==> config.mk <==
export PLATFORM = sky130hd
export DESIGN_NAME = two_layer_perceptron_inference_core
export DESIGN_NICKNAME = d
export VERILOG_FILES = /design/src/hw/rtl/tlp_pkg.sv /design/src/hw/rtl/tlp_ram.sv /design/src/hw/rtl/tlp_front.sv /design/src/hw/rtl/tlp_queue.sv /design/src/hw/rtl/tlp_back.sv /design/src/hw/rtl/two_layer_perceptron_inference_core.sv
export SDC_FILE = /design/constraint.sdc
export NUM_CORES = 2
export LEC_CHECK = 0
export ABC_CLOCK_PERIOD_IN_PS = 6700
export BUFFER_PORTS_ARGS = -buffer_cell sky130_fd_sc_hd__buf_2
export CAP_MARGIN = 20
export CELL_PAD_IN_SITES_DETAIL_PLACEMENT = 1
export CELL_PAD_IN_SITES_GLOBAL_PLACEMENT = 1
export CORE_UTILIZATION = 40
export DETAILED_ROUTE_END_ITERATION = 7
export PLACE_DENSITY_LB_ADDON = 0.3
export SETUP_SLACK_MARGIN = 0.2
export SYNTH_ARGS = -nofsm -noshare
export SYNTH_HDL_FRONTEND = slang
export SYNTH_SLANG_ARGS = --single-unit
==> constraint.sdc <==
create_clock -name i_clk -period 6.7 [get_ports i_clk]
set_input_delay 2.01 -clock i_clk [delete_from_list [all_inputs] [get_ports i_clk]]
set_output_delay 2.01 -clock i_clk [all_outputs]
set_load 0.02 [all_outputs]
==> src/hw/rtl/tlp_pkg.sv <==
// package: sizes, payload words, queue command and helpers of the perceptron core
`timescale 1ns / 1ps
package tlp_pkg;

    localparam int INPUTS    = 7;
    localparam int HIDDEN    = 4;
    localparam int OUTPUTS   = 3;
    localparam int FRAC_BITS = 10;

    localparam int HID_WEIGHTS  = INPUTS * HIDDEN;
    localparam int OUT_FANIN    = HIDDEN + 1;
    localparam int WEIGHT_COUNT = HID_WEIGHTS + OUTPUTS * OUT_FANIN;
    localparam int MAX_FANIN    = (INPUTS > OUT_FANIN) ? INPUTS : OUT_FANIN;
    localparam int MAX_NEURONS  = (HIDDEN > OUTPUTS) ? HIDDEN : OUTPUTS;

    localparam int WADDR_W = $clog2(WEIGHT_COUNT);
    localparam int FADDR_W = $clog2(INPUTS);
    localparam int HADDR_W = (HIDDEN > 1) ? $clog2(HIDDEN) : 1;
    localparam int NEUR_W  = (MAX_NEURONS > 1) ? $clog2(MAX_NEURONS) : 1;
    localparam int K_W     = $clog2(MAX_FANIN);
    localparam int ACC_W   = 33 + $clog2(MAX_FANIN);

    localparam int QUEUE_DEPTH = 2;
    localparam int QPTR_W      = (QUEUE_DEPTH > 1) ? $clog2(QUEUE_DEPTH) : 1;
    localparam int QCNT_W      = $clog2(QUEUE_DEPTH + 1);

    localparam logic signed [15:0] FIX_ONE = 16'(1 << FRAC_BITS);

    localparam logic OP_WEIGHT  = 1'b0;
    localparam logic OP_FEATURE = 1'b1;

    typedef struct packed {
        logic              operation;
        logic [5:0]        weight_index;
        logic [2:0]        feature_index;
        logic signed [15:0] value;
        logic              start_req;
    } t_in_word;

    typedef struct packed {
        logic [1:0]  out_index;
        logic [14:0] out_value;
        logic        out_last;
    } t_out_word;

    typedef struct packed {
        logic               wr_weight;
        logic               wr_feature;
        logic               run;
        logic [WADDR_W-1:0] waddr;
        logic [FADDR_W-1:0] faddr;
        logic signed [15:0] value;
    } t_cmd;

    typedef enum logic [1:0] {
        S_IDLE,
        S_MAC,
        S_WAIT
    } t_back_state;

    function automatic logic [14:0] relu_sat(input logic signed [ACC_W-1:0] acc);
        logic signed [ACC_W-1:0] sh;
        logic [14:0]             res;
        sh = acc >>> FRAC_BITS;
        if (sh[ACC_W-1]) begin
            res = 15'd0;
        end else if (|sh[ACC_W-2:15]) begin
            res = 15'h7fff;
        end else begin
            res = sh[14:0];
        end
        return res;
    endfunction

endpackage

==> src/hw/rtl/tlp_ram.sv <==
// generic single-port-write ram with registered read
`timescale 1ns / 1ps
module tlp_ram #(
    parameter int WIDTH = 16,
    parameter int DEPTH = 43
) (
    input  logic                     i_clk,
    input  logic                     i_wr_en,
    input  logic [$clog2(DEPTH)-1:0] i_wr_addr,
    input  logic [WIDTH-1:0]         i_wr_data,
    input  logic [$clog2(DEPTH)-1:0] i_rd_addr,
    output logic [WIDTH-1:0]         o_rd_data
);

    logic [WIDTH-1:0] r_mem [DEPTH];
    logic [WIDTH-1:0] r_rd_data;

    always_ff @(posedge i_clk) begin
        if (i_wr_en) begin
            r_mem[i_wr_addr] <= i_wr_data;
        end
        r_rd_data <= r_mem[i_rd_addr];
    end

    assign o_rd_data = r_rd_data;

endmodule

==> src/hw/rtl/tlp_front.sv <==
// front end: accepts input words and turns them into back-end commands
`timescale 1ns / 1ps
module tlp_front import tlp_pkg::*; (
    input  logic     i_valid,
    input  t_in_word i_word,
    input  logic     i_full,
    output logic     o_stall,
    output logic     o_push,
    output t_cmd     o_cmd
);

    always_comb begin
        o_cmd.wr_weight  = (i_word.operation == OP_WEIGHT) &&
                           (32'(i_word.weight_index) < WEIGHT_COUNT);
        o_cmd.wr_feature = (i_word.operation == OP_FEATURE) &&
                           (32'(i_word.feature_index) < INPUTS);
        o_cmd.run        = (i_word.operation == OP_FEATURE) && i_word.start_req;
        o_cmd.waddr      = WADDR_W'(i_word.weight_index);
        o_cmd.faddr      = FADDR_W'(i_word.feature_index);
        o_cmd.value      = i_word.value;
    end

    assign o_push  = i_valid && (o_cmd.wr_weight || o_cmd.wr_feature || o_cmd.run);
    assign o_stall = i_full;

endmodule

==> src/hw/rtl/tlp_queue.sv <==
// short command queue between front and back end
`timescale 1ns / 1ps
module tlp_queue import tlp_pkg::*; (
    input  logic i_clk,
    input  logic i_rst_n,
    input  logic i_push,
    input  t_cmd i_cmd,
    output logic o_full,
    input  logic i_pop,
    output logic o_valid,
    output t_cmd o_cmd
);

    t_cmd              r_mem [QUEUE_DEPTH];
    logic [QPTR_W-1:0] r_wr_ptr, n_wr_ptr;
    logic [QPTR_W-1:0] r_rd_ptr, n_rd_ptr;
    logic [QCNT_W-1:0] r_cnt, n_cnt;
    logic              push, pop;

    assign o_full  = (r_cnt == QCNT_W'(QUEUE_DEPTH));
    assign o_valid = (r_cnt != '0);
    assign o_cmd   = r_mem[r_rd_ptr];
    assign push    = i_push && !o_full;
    assign pop     = i_pop && o_valid;

    always_comb begin
        n_wr_ptr = r_wr_ptr;
        n_rd_ptr = r_rd_ptr;
        n_cnt    = r_cnt;
        if (push) begin
            n_wr_ptr = (r_wr_ptr == QPTR_W'(QUEUE_DEPTH - 1)) ? '0 : r_wr_ptr + 1'b1;
        end
        if (pop) begin
            n_rd_ptr = (r_rd_ptr == QPTR_W'(QUEUE_DEPTH - 1)) ? '0 : r_rd_ptr + 1'b1;
        end
        if (push && !pop) begin
            n_cnt = r_cnt + 1'b1;
        end else if (pop && !push) begin
            n_cnt = r_cnt - 1'b1;
        end
    end

    always_ff @(posedge i_clk) begin
        if (!i_rst_n) begin
            r_wr_ptr <= '0;
            r_rd_ptr <= '0;
            r_cnt    <= '0;
        end else begin
            r_wr_ptr <= n_wr_ptr;
            r_rd_ptr <= n_rd_ptr;
            r_cnt    <= n_cnt;
        end
    end

    always_ff @(posedge i_clk) begin
        if (push) begin
            r_mem[r_wr_ptr] <= i_cmd;
        end
    end

endmodule

==> src/hw/rtl/tlp_back.sv <==
// back end: weight and feature stores, shared multiply-accumulate and result register
`timescale 1ns / 1ps
module tlp_back import tlp_pkg::*; (
    input  logic      i_clk,
    input  logic      i_rst_n,
    input  logic      i_cmd_valid,
    input  t_cmd      i_cmd,
    output logic      o_pop,
    output logic      o_valid,
    input  logic      i_stall,
    output t_out_word o_word
);

    t_back_state        r_state, n_state;
    logic               r_layer, n_layer;
    logic [NEUR_W-1:0]  r_neuron, n_neuron;
    logic [K_W-1:0]     r_k, n_k;
    logic [WADDR_W-1:0] r_waddr, n_waddr;
    logic               r_p1, n_p1;
    logic               r_p2, n_p2;
    logic signed [15:0] r_opa, n_opa;
    logic signed [31:0] r_prod;
    logic signed [ACC_W-1:0] r_acc, n_acc;
    logic               r_out_valid, n_out_valid;
    t_out_word          r_out_word, n_out_word;

    logic signed [15:0] r_feature [INPUTS];
    logic [14:0]        r_hidden  [HIDDEN];

    logic               ram_wr_en;
    logic [15:0]        ram_rd_data;
    logic               last_k;
    logic               out_free;
    logic [14:0]        reduced;
    logic               hid_wr_en;

    tlp_ram #(
        .WIDTH (16),
        .DEPTH (WEIGHT_COUNT)
    ) u_weight_ram (
        .i_clk     (i_clk),
        .i_wr_en   (ram_wr_en),
        .i_wr_addr (i_cmd.waddr),
        .i_wr_data (i_cmd.value),
        .i_rd_addr (r_waddr),
        .o_rd_data (ram_rd_data)
    );

    assign o_pop     = (r_state == S_IDLE) && i_cmd_valid;
    assign ram_wr_en = o_pop && i_cmd.wr_weight;
    assign last_k    = r_layer ? (r_k == K_W'(HIDDEN)) : (r_k == K_W'(INPUTS - 1));
    assign out_free  = !r_out_valid || !i_stall;
    assign reduced   = relu_sat(r_acc);
    assign o_valid   = r_out_valid;
    assign o_word    = r_out_word;

    always_comb begin
        n_state     = r_state;
        n_layer     = r_layer;
        n_neuron    = r_neuron;
        n_k         = r_k;
        n_waddr     = r_waddr;
        n_p1        = 1'b0;
        n_p2        = r_p1;
        n_opa       = r_opa;
        n_acc       = r_p2 ? r_acc + ACC_W'(r_prod) : r_acc;
        n_out_valid = r_out_valid && i_stall;
        n_out_word  = r_out_word;
        hid_wr_en   = 1'b0;
        case (r_state)
            S_IDLE: begin
                if (o_pop && i_cmd.run) begin
                    n_state  = S_MAC;
                    n_layer  = 1'b0;
                    n_neuron = '0;
                    n_k      = '0;
                    n_waddr  = '0;
                    n_acc    = '0;
                end
            end
            S_MAC: begin
                n_p1    = 1'b1;
                n_waddr = r_waddr + 1'b1;
                if (!r_layer) begin
                    n_opa = r_feature[r_k[FADDR_W-1:0]];
                end else if (r_k == '0) begin
                    n_opa = FIX_ONE;
                end else begin
                    n_opa = $signed({1'b0, r_hidden[HADDR_W'(r_k - 1'b1)]});
                end
                if (last_k) begin
                    n_k     = '0;
                    n_state = S_WAIT;
                end else begin
                    n_k = r_k + 1'b1;
                end
            end
            S_WAIT: begin
                if (!r_p1 && !r_p2) begin
                    if (!r_layer) begin
                        hid_wr_en = 1'b1;
                        n_acc     = '0;
                        n_state   = S_MAC;
                        if (r_neuron == NEUR_W'(HIDDEN - 1)) begin
                            n_layer  = 1'b1;
                            n_neuron = '0;
                        end else begin
                            n_neuron = r_neuron + 1'b1;
                        end
                    end else if (out_free) begin
                        n_out_valid          = 1'b1;
                        n_out_word.out_index = 2'(r_neuron);
                        n_out_word.out_value = reduced;
                        n_out_word.out_last  = (r_neuron == NEUR_W'(OUTPUTS - 1));
                        n_acc                = '0;
                        if (r_neuron == NEUR_W'(OUTPUTS - 1)) begin
                            n_state = S_IDLE;
                        end else begin
                            n_neuron = r_neuron + 1'b1;
                            n_state  = S_MAC;
                        end
                    end
                end
            end
            default: begin
                n_state = S_IDLE;
            end
        endcase
    end

    always_ff @(posedge i_clk) begin
        if (!i_rst_n) begin
            r_state     <= S_IDLE;
            r_layer     <= 1'b0;
            r_neuron    <= '0;
            r_k         <= '0;
            r_waddr     <= '0;
            r_p1        <= 1'b0;
            r_p2        <= 1'b0;
            r_out_valid <= 1'b0;
        end else begin
            r_state     <= n_state;
            r_layer     <= n_layer;
            r_neuron    <= n_neuron;
            r_k         <= n_k;
            r_waddr     <= n_waddr;
            r_p1        <= n_p1;
            r_p2        <= n_p2;
            r_out_valid <= n_out_valid;
        end
    end

    always_ff @(posedge i_clk) begin
        r_opa      <= n_opa;
        r_prod     <= r_opa * $signed(ram_rd_data);
        r_acc      <= n_acc;
        r_out_word <= n_out_word;
        if (o_pop && i_cmd.wr_feature) begin
            r_feature[i_cmd.faddr] <= i_cmd.value;
        end
        if (hid_wr_en) begin
            r_hidden[HADDR_W'(r_neuron)] <= reduced;
        end
    end

`ifndef SYNTHESIS
    a_pipe_flow: assert property (@(posedge i_clk) disable iff (!i_rst_n)
        r_p1 |=> r_p2)
        else $error("mac pipeline lost a product");
    a_idle_empty: assert property (@(posedge i_clk) disable iff (!i_rst_n)
        (r_state == S_IDLE) |-> (!r_p1 && !r_p2))
        else $error("mac pipeline busy while idle");
    a_last_index: assert property (@(posedge i_clk) disable iff (!i_rst_n)
        (r_out_valid && r_out_word.out_last) |-> (r_out_word.out_index == 2'(OUTPUTS - 1)))
        else $error("last flag on wrong neuron");
    a_no_overwrite: assert property (@(posedge i_clk) disable iff (!i_rst_n)
        (r_out_valid && i_stall) |=> r_out_valid)
        else $error("stalled result dropped");
`endif

endmodule

==> src/hw/rtl/two_layer_perceptron_inference_core.sv <==
// a weight or feature word waits in the two-entry queue until popped in S_IDLE
// a run computes hidden neurons, then output neurons with a bias, one at a time
// throughput: the single shared multiply-accumulate, one weight a cycle in S_MAC
// results wait in an output register while new words still enter the queue
// reset: synchronous active low, clears queue, sequencer and result valid
// weight, feature and hidden stores are not cleared
`timescale 1ns / 1ps
module two_layer_perceptron_inference_core import tlp_pkg::*; (
    input  logic      i_clk,
    input  logic      i_rst_n,
    input  logic      i_valid,
    output logic      o_stall,
    input  t_in_word  i_word,
    output logic      o_valid,
    input  logic      i_stall,
    output t_out_word o_word
);

    logic front_push;
    t_cmd front_cmd;
    logic queue_full;
    logic queue_valid;
    t_cmd queue_cmd;
    logic back_pop;

    tlp_front u_front (
        .i_valid (i_valid),
        .i_word  (i_word),
        .i_full  (queue_full),
        .o_stall (o_stall),
        .o_push  (front_push),
        .o_cmd   (front_cmd)
    );

    tlp_queue u_queue (
        .i_clk   (i_clk),
        .i_rst_n (i_rst_n),
        .i_push  (front_push),
        .i_cmd   (front_cmd),
        .o_full  (queue_full),
        .i_pop   (back_pop),
        .o_valid (queue_valid),
        .o_cmd   (queue_cmd)
    );

    tlp_back u_back (
        .i_clk       (i_clk),
        .i_rst_n     (i_rst_n),
        .i_cmd_valid (queue_valid),
        .i_cmd       (queue_cmd),
        .o_pop       (back_pop),
        .o_valid     (o_valid),
        .i_stall     (i_stall),
        .o_word      (o_word)
    );

endmodule
Word-level counts from Yosys, hierarchy flattened
Memory sizes are Yosys's and may differ from the RTL's. A register that Yosys moved wholly into a read port is not among the register bits.
Cells that the tools add are included.
Word-level totals
  register bits after elaboration: 123
  memory bits (writable): 916
  input bits: 31
  word-level logic and storage cells: 141
  memories kept: 4
Memories
  u_back.u_weight_ram.r_mem: words 43, width 16, rd ports 1, clocked after memory_dff 1, wr ports 1, line tlp_ram.sv:15  | logic [WIDTH-1:0] r_mem [DEPTH];
  u_back.r_feature: words 7, width 16, rd ports 1, clocked after memory_dff 1, wr ports 1, line tlp_back.sv:27  | logic signed [15:0] r_feature [INPUTS];
  u_back.r_hidden: words 4, width 15, rd ports 1, clocked after memory_dff 0, wr ports 1, line tlp_back.sv:28  | logic [14:0] r_hidden [HIDDEN];
  u_queue.r_mem: words 2, width 28, rd ports 1, clocked after memory_dff 1, wr ports 1, line tlp_queue.sv:14  | t_cmd r_mem [QUEUE_DEPTH];
Operators by class
  add/subtract/negate cells: 9
  multipliers: 1
  order comparisons: 2
  equal/unequal tests: 12
  multiplexer cells: 59
  bitwise operators: 1
  reduce and logical (&&, ||, !) cells: 36
Operator list (count)
  36-bit two-way mux: 5
  36-bit case mux with 2 select lines: 1
  15-bit two-way mux: 3
  36-bit by 32-bit adder with 36-bit output: 1
  16-bit by 16-bit multiplier with 32-bit output: 1
  1-bit two-way mux: 26
  2-bit two-way mux: 13
  16-bit two-way mux: 1
  1-bit logical AND: 14
  3-bit two-way mux: 4
  6-bit case mux with 2 select lines: 1
  11-bit OR reduction: 1
  2-bit == test, second input constant: 4
  4-bit AND reduction: 2
  2-bit nonzero test: 4
  1-bit zero test: 7
  6-bit by 1-bit adder with 6-bit output, second input constant: 1
  3-bit == test, second input constant: 2
  6-bit less-than comparator, second input constant: 1
  6-bit two-way mux: 1
  3-bit inequality test, second input constant: 2
  2-bit case mux with 3 select lines: 1
  3-bit case mux with 2 select lines: 1
  5-bit AND reduction: 1
  other kinds (16): 22

Depth between registers and ports, before layout
  depth after elaboration: 10
  depth in mapped cells: 23
  depth with buffers taken out: 22

Hierarchy
From an unflattened synthesis, not the netlist that was laid out.
Second synthesis, totals
  cell total of the unflattened synthesis: 3490
  area, all modules: 51999.9 µm²
Modules (own cells, without submodules)
  tlp_ram: instances 1, cells an instance 1344, area each 27257.4 µm²
  tlp_back: instances 1, cells an instance 1997, area each 22231.3 µm²
  tlp_queue: instances 1, cells an instance 112, area each 2253.4 µm²
  tlp_front: instances 1, cells an instance 37, area each 257.7 µm²

Worst setup path before layout
OpenSTA, ideal clock, no wires.
  path kind: flip-flop to flip-flop
  start: register u_back.r_opa[11]
  end: register u_back.r_prod[31]
  data arrival time: 6004 ps
  setup slack: 622 ps
  stages on the path, launching flop included: 22
  path buffers: 1
  cell sequence: edfxtp_1 > clkbuf_1 > nand2_1 > fa_1 > fa_1 > fa_1 > inv_1 > fa_1 > fa_1 > inv_1 > fa_1 > inv_1 > ha_1 > and3_4 > a221o_1 > a221o_1 > a2111o_1 > a21oi_2 > a211oi_1 > o21ai_2 > a21oi_1 > a31oi_1
On the way
  longest elaborated chain between the ends: 1
Ends and longest elaborated chain
  start: declaration: line tlp_back.sv:21  | logic signed [15:0] r_opa, n_opa;
  start signal: assignment: line tlp_back.sv:154  | r_opa <= n_opa;
  16-bit by 16-bit multiplier with 32-bit output: line tlp_back.sv:155  | r_prod <= r_opa * $signed(ram_rd_data);
  end signal: assignment: line tlp_back.sv:155
  end: declaration: line tlp_back.sv:22  | logic signed [31:0] r_prod;
No other way between the ends.
A chain may end at the register's enable or synchronous reset.

Worst setup path in the final report
  start: register u_back.u_weight_ram.r_rd_data[10], in the netlist u_back.u_weight_ram.o_rd_data[10], read port of u_back.u_weight_ram.r_mem
  end: register u_back.r_prod[31]
On the way
  longest elaborated chain between the ends: 1
Ends and longest elaborated chain
  start: declaration: line tlp_ram.sv:16  | logic [WIDTH-1:0] r_rd_data;
  16-bit by 16-bit multiplier with 32-bit output: line tlp_back.sv:155
No other way between the ends.

==> impl_summary.txt <==
----------------------------------------------------
[Status]
  Outcome ... finished clean

[Clock tree]
  Clock edge transition at the registers on the reported setup and hold paths ... about 70 ps
  Total clock buffers created by CTS ... about 110
  Largest buffer count on any clock path ... 3
  TritonCTS clock tree ... done
  Sinks on the clock net ... about 1100
  # H-tree levels ... 3
  Source-to-sink clock delay at the later pin of the worst-skew pair ... 750 ps
  Clock root buffer ... clkbuf_16
  Hold-fix buffers at CTS ... 0

[Setup path]
  Maximum fanout along the worst path ... 16
  FF-to-FF End ... u_back.r_prod[31]
  Sort of element at the start of the critical path ... flip-flop
  Kind of critical path ... reg -> reg
  Launching point of the worst reg2reg path ... u_back.u_weight_ram.o_rd_data[10]
  Required time of the critical path ... 7340 ps
  Cell count of the worst reg-to-reg path ... 20
  Worst EP arrival ... 7010 ps
  Capturing element type of the critical path ... flip-flop
  Register-to-register path setup slack ... ~330 ps

[Route]
  Sum of routed wire length over all layers ... about 130 mm
  Detail Route Antenna Nets ... 0
  Post-detailed-route DRC marker count ... 0
  DRC marker count from the first detailed-route iteration ... around 1600
  First-pass detailed-route iteration total ... 5
  Via count of the routed design ... 27700
  Average routed wire per standard cell ... between 20 and 25 um
  Avg Vias per Cell ... 5.36

[STA]
  Final critical delay including setup and external delays ... between 6000 and 7000 ps
  Clock skew ... about 65 ps
  Setup Total Neg Slack ... 0 ps
  Unrepaired setup endpoints after global routing ... true
  Relative max-transition margin ... around 25%
  Slew at the pin closest to its max-slew limit ... 1120 ps
  Fmax achieved ... around 160 MHz
  Number of hold violations in the final report ... 0
  Total count of max-transition violations in the final report ... 0
  Final setup vio count ... 0
  Part of the cycle the worst path needs ... 95.1%

[Yosys]
  Fraction of the yosys area taken by sequential cells ... between 50% and 60%
  Number of synthesized register bits ... 1059
  Average size of a mapped cell ... about 16 um2
  Total standard cell area after synthesis ... just over 50000 um2
  Area contributors post-synth ... edfxtp_1 (56%), fa_1 (10%), mux4_2 (9.8%)
  Number of synthesized flops with an enable pin ... 950
  Synth unique cells ... between 70 and 80
  Number of instances in the synthesized netlist ... between 3000 and 4000
  Post-synthesis net count ... about 3700
  Share of async-settable or async-resettable flops after synthesis ... 0%
  Cell taking the most area after synthesis ... edfxtp_1
  Top cell type's share of synthesized area ... between 50% and 60%
  Total of warnings raised by yosys ... 0
  Post-synth top flop ... edfxtp_1

[Cells and area]
  Layout area overhead ... 12.7%
  Sequential standard cell area ... roughly 31000 um2
  Fill cells ... between 10000 and 15000
  Area occupied by multi-input gates ... 18800 um2
  Layout cells sized above 1 ... a little under a fifth
  Count of nets after finishing ... 3833

[Placed design]
  Routability cong. ... about 0.80
  Number of buffers added on ports ... 50
  Post-detail-place hpwl ... about 83 mm

[Hold path]
  Hold Path Stages ... 2
  Hold wc startpoint ... u_back.r_acc[0]
  WHS Endpoint ... u_back.r_acc[0]
  Min-Delay Path Class ... reg -> reg

[GRT]
  Global Route Usage Sum ... between 10% and 20%
  Total global routing overflow ... 0
  Largest net degree at the start of global routing ... between 60 and 70
  Antenna violations before repair ... 0
  Via count of the first global-routing pass ... about 30000
  Wire length of the first global-routing pass ... 191 mm

[Flow run]
  Max capacitance violation total ... 0

[Floorplan]
  Total number of placement rows ... between 100 and 150
  Die Width ... approximately 360 um
  # IOs ... 51
  Height of the die ... 360 um
  Core Footprint ... 127000 um2
  Overall die area ... between 100000 and 150000 um2
  Starting Density ... about two fifths

----------------------------------------------------
state kept, by name, summed over array words and instances, names as in the netlist, named ones only:
register / cells
u_back.n_p2: 1
u_back.o_valid: 1
u_back.o_word: 18
u_back.r_acc: 36
u_back.r_feature: 112
u_back.r_hidden: 60
u_back.r_k: 3
u_back.r_layer: 1
u_back.r_neuron: 2
u_back.r_opa: 16
u_back.r_p2: 1
u_back.r_prod: 32
u_back.r_state: 2
u_back.r_waddr: 6
u_back.u_weight_ram.o_rd_data: 16
u_back.u_weight_ram.r_mem: 688
u_queue.r_cnt: 2
u_queue.r_mem: 56
u_queue.r_rd_ptr: 1
u_queue.r_wr_ptr: 1
synth_stat cells (10+ instances only):
master	count
mux2_2	33
nor2_1	126
and3_1	10
mux2i_1	89
a21oi_1	78
nor3_1	17
o21a_1	12
a211oi_1	10
a21o_1	31
buf_2	14
xor2_1	20
inv_1	353
dfxtp_1	109
and2_1	144
o211ai_1	37
mux4_2	223
o21ai_0	80
clkbuf_1	108
xnor2_1	43
nor2b_1	17
nand3_1	15
buf_1	14
nand2_1	196
fa_1	263
a31oi_1	13
ha_1	125
o22ai_1	18
edfxtp_1	950
nand2b_1	21
placed cells by master (no fill, tap or decap), drive strengths merged, types with 125 or more instances in the layout:
cell,count
edfxtp,950
inv,361
fa,263
mux4,223
nand2,196
buf,171
and2,144
clkbuf,136
nor2,126
ha,125
metrics by stage:
step	utilization (%)	std cells	hold WS, ps	cell area [um2]	setup WS, ps
finish	45.4	5172	501	57800	329
floorplan	-	3272	460	51300	622
detailed placement	42.4	4953	490	54000	305
global placement	42.4	4953	481	54000	347
global route	45.4	5170	520	57800	74.4
CTS	45.3	5157	505	57600	222
area by class of cell:
type	instances	share of cell area, %
flip-flops and latches	1059	53.1
multi-input cells	1720	32.6
clock buffers	136	4.87
well taps	1662	3.60
inverters	354	2.30
repair buffers	171	2.19
clock inverters	68	1.34
diodes	2	0.00865
logic make-up (layout without fill, tap and decap cells):
kind of cell               count (synthesis)  in the layout  synth area share, %
and+or+nand+nor                          582            582                 5.52
DFF                                     1059           1059                 59.8
buffers and inverters                    493            729                 3.66
AOI/OAI and AO/OA                        342            342                 4.37
other                                      0              2                    0
muxes                                    345            345                 12.2
adders and majority gates                388            388                 13.3
xor gates and xnor gates                  63             63                 1.07
layer usage:
metal / vias to the layer above / share of wire [%] / GRT usage, % / routed length (um)
li1: 12300 / - / - / -
met1: 14800 / 42 / 25.5 / 53100
met2: 491 / 52 / 35.1 / 65900
met3: 172 / 3.6 / 2.31 / 4500
met4: 0 / 2.2 / 5.27 / 2800
met5: - / 0 / 0 / 0
timing repair:
action	in CTS	in global routing
gates resized for setup	0	4
buffers inserted	0	8
setup endpoints to repair	0	4
critical path, cell delays in order, from the launching register on:
cell      delay (ps)
dfxtp_1          750
nand2_1          170
fa_1             560
inv_1             50
fa_1             540
fa_1             430
fa_1             470
fa_1             550
inv_1             70
fa_1             480
inv_1             40
ha_1             340
a211oi_1         260
o21ai_0          180
a31o_2           290
a2111o_1         440
a21oi_2          180
a211oi_1         110
o21ai_2          150
a21oi_1           80
a31oi_1          160
how the worst max path moves through the flow:
| stage | startpoint | endpoint | slack (ps) | cells after the start |
|---|---|---|---|---|
| 3_3_place_gp | u_back.r_opa[11] | u_back.r_prod[31] | 350 | 22 |
| 3_5_place_dp | u_back.r_opa[5] | u_back.r_prod[31] | 300 | 21 |
| 2_1_floorplan | u_back.r_opa[11] | u_back.r_prod[31] | 620 | 21 |
| 5_1_grt | u_back.u_weight_ram.o_rd_data[10] | u_back.r_prod[31] | 70 | 20 |
| 4_1_cts | u_back.r_opa[5] | u_back.r_prod[31] | 220 | 21 |
| 6_report | u_back.u_weight_ram.o_rd_data[10] | u_back.r_prod[31] | 330 | 20 |
Power is not shown: default switching activity piles up to over one toggle a cycle in this logic, so the estimate is an artifact.
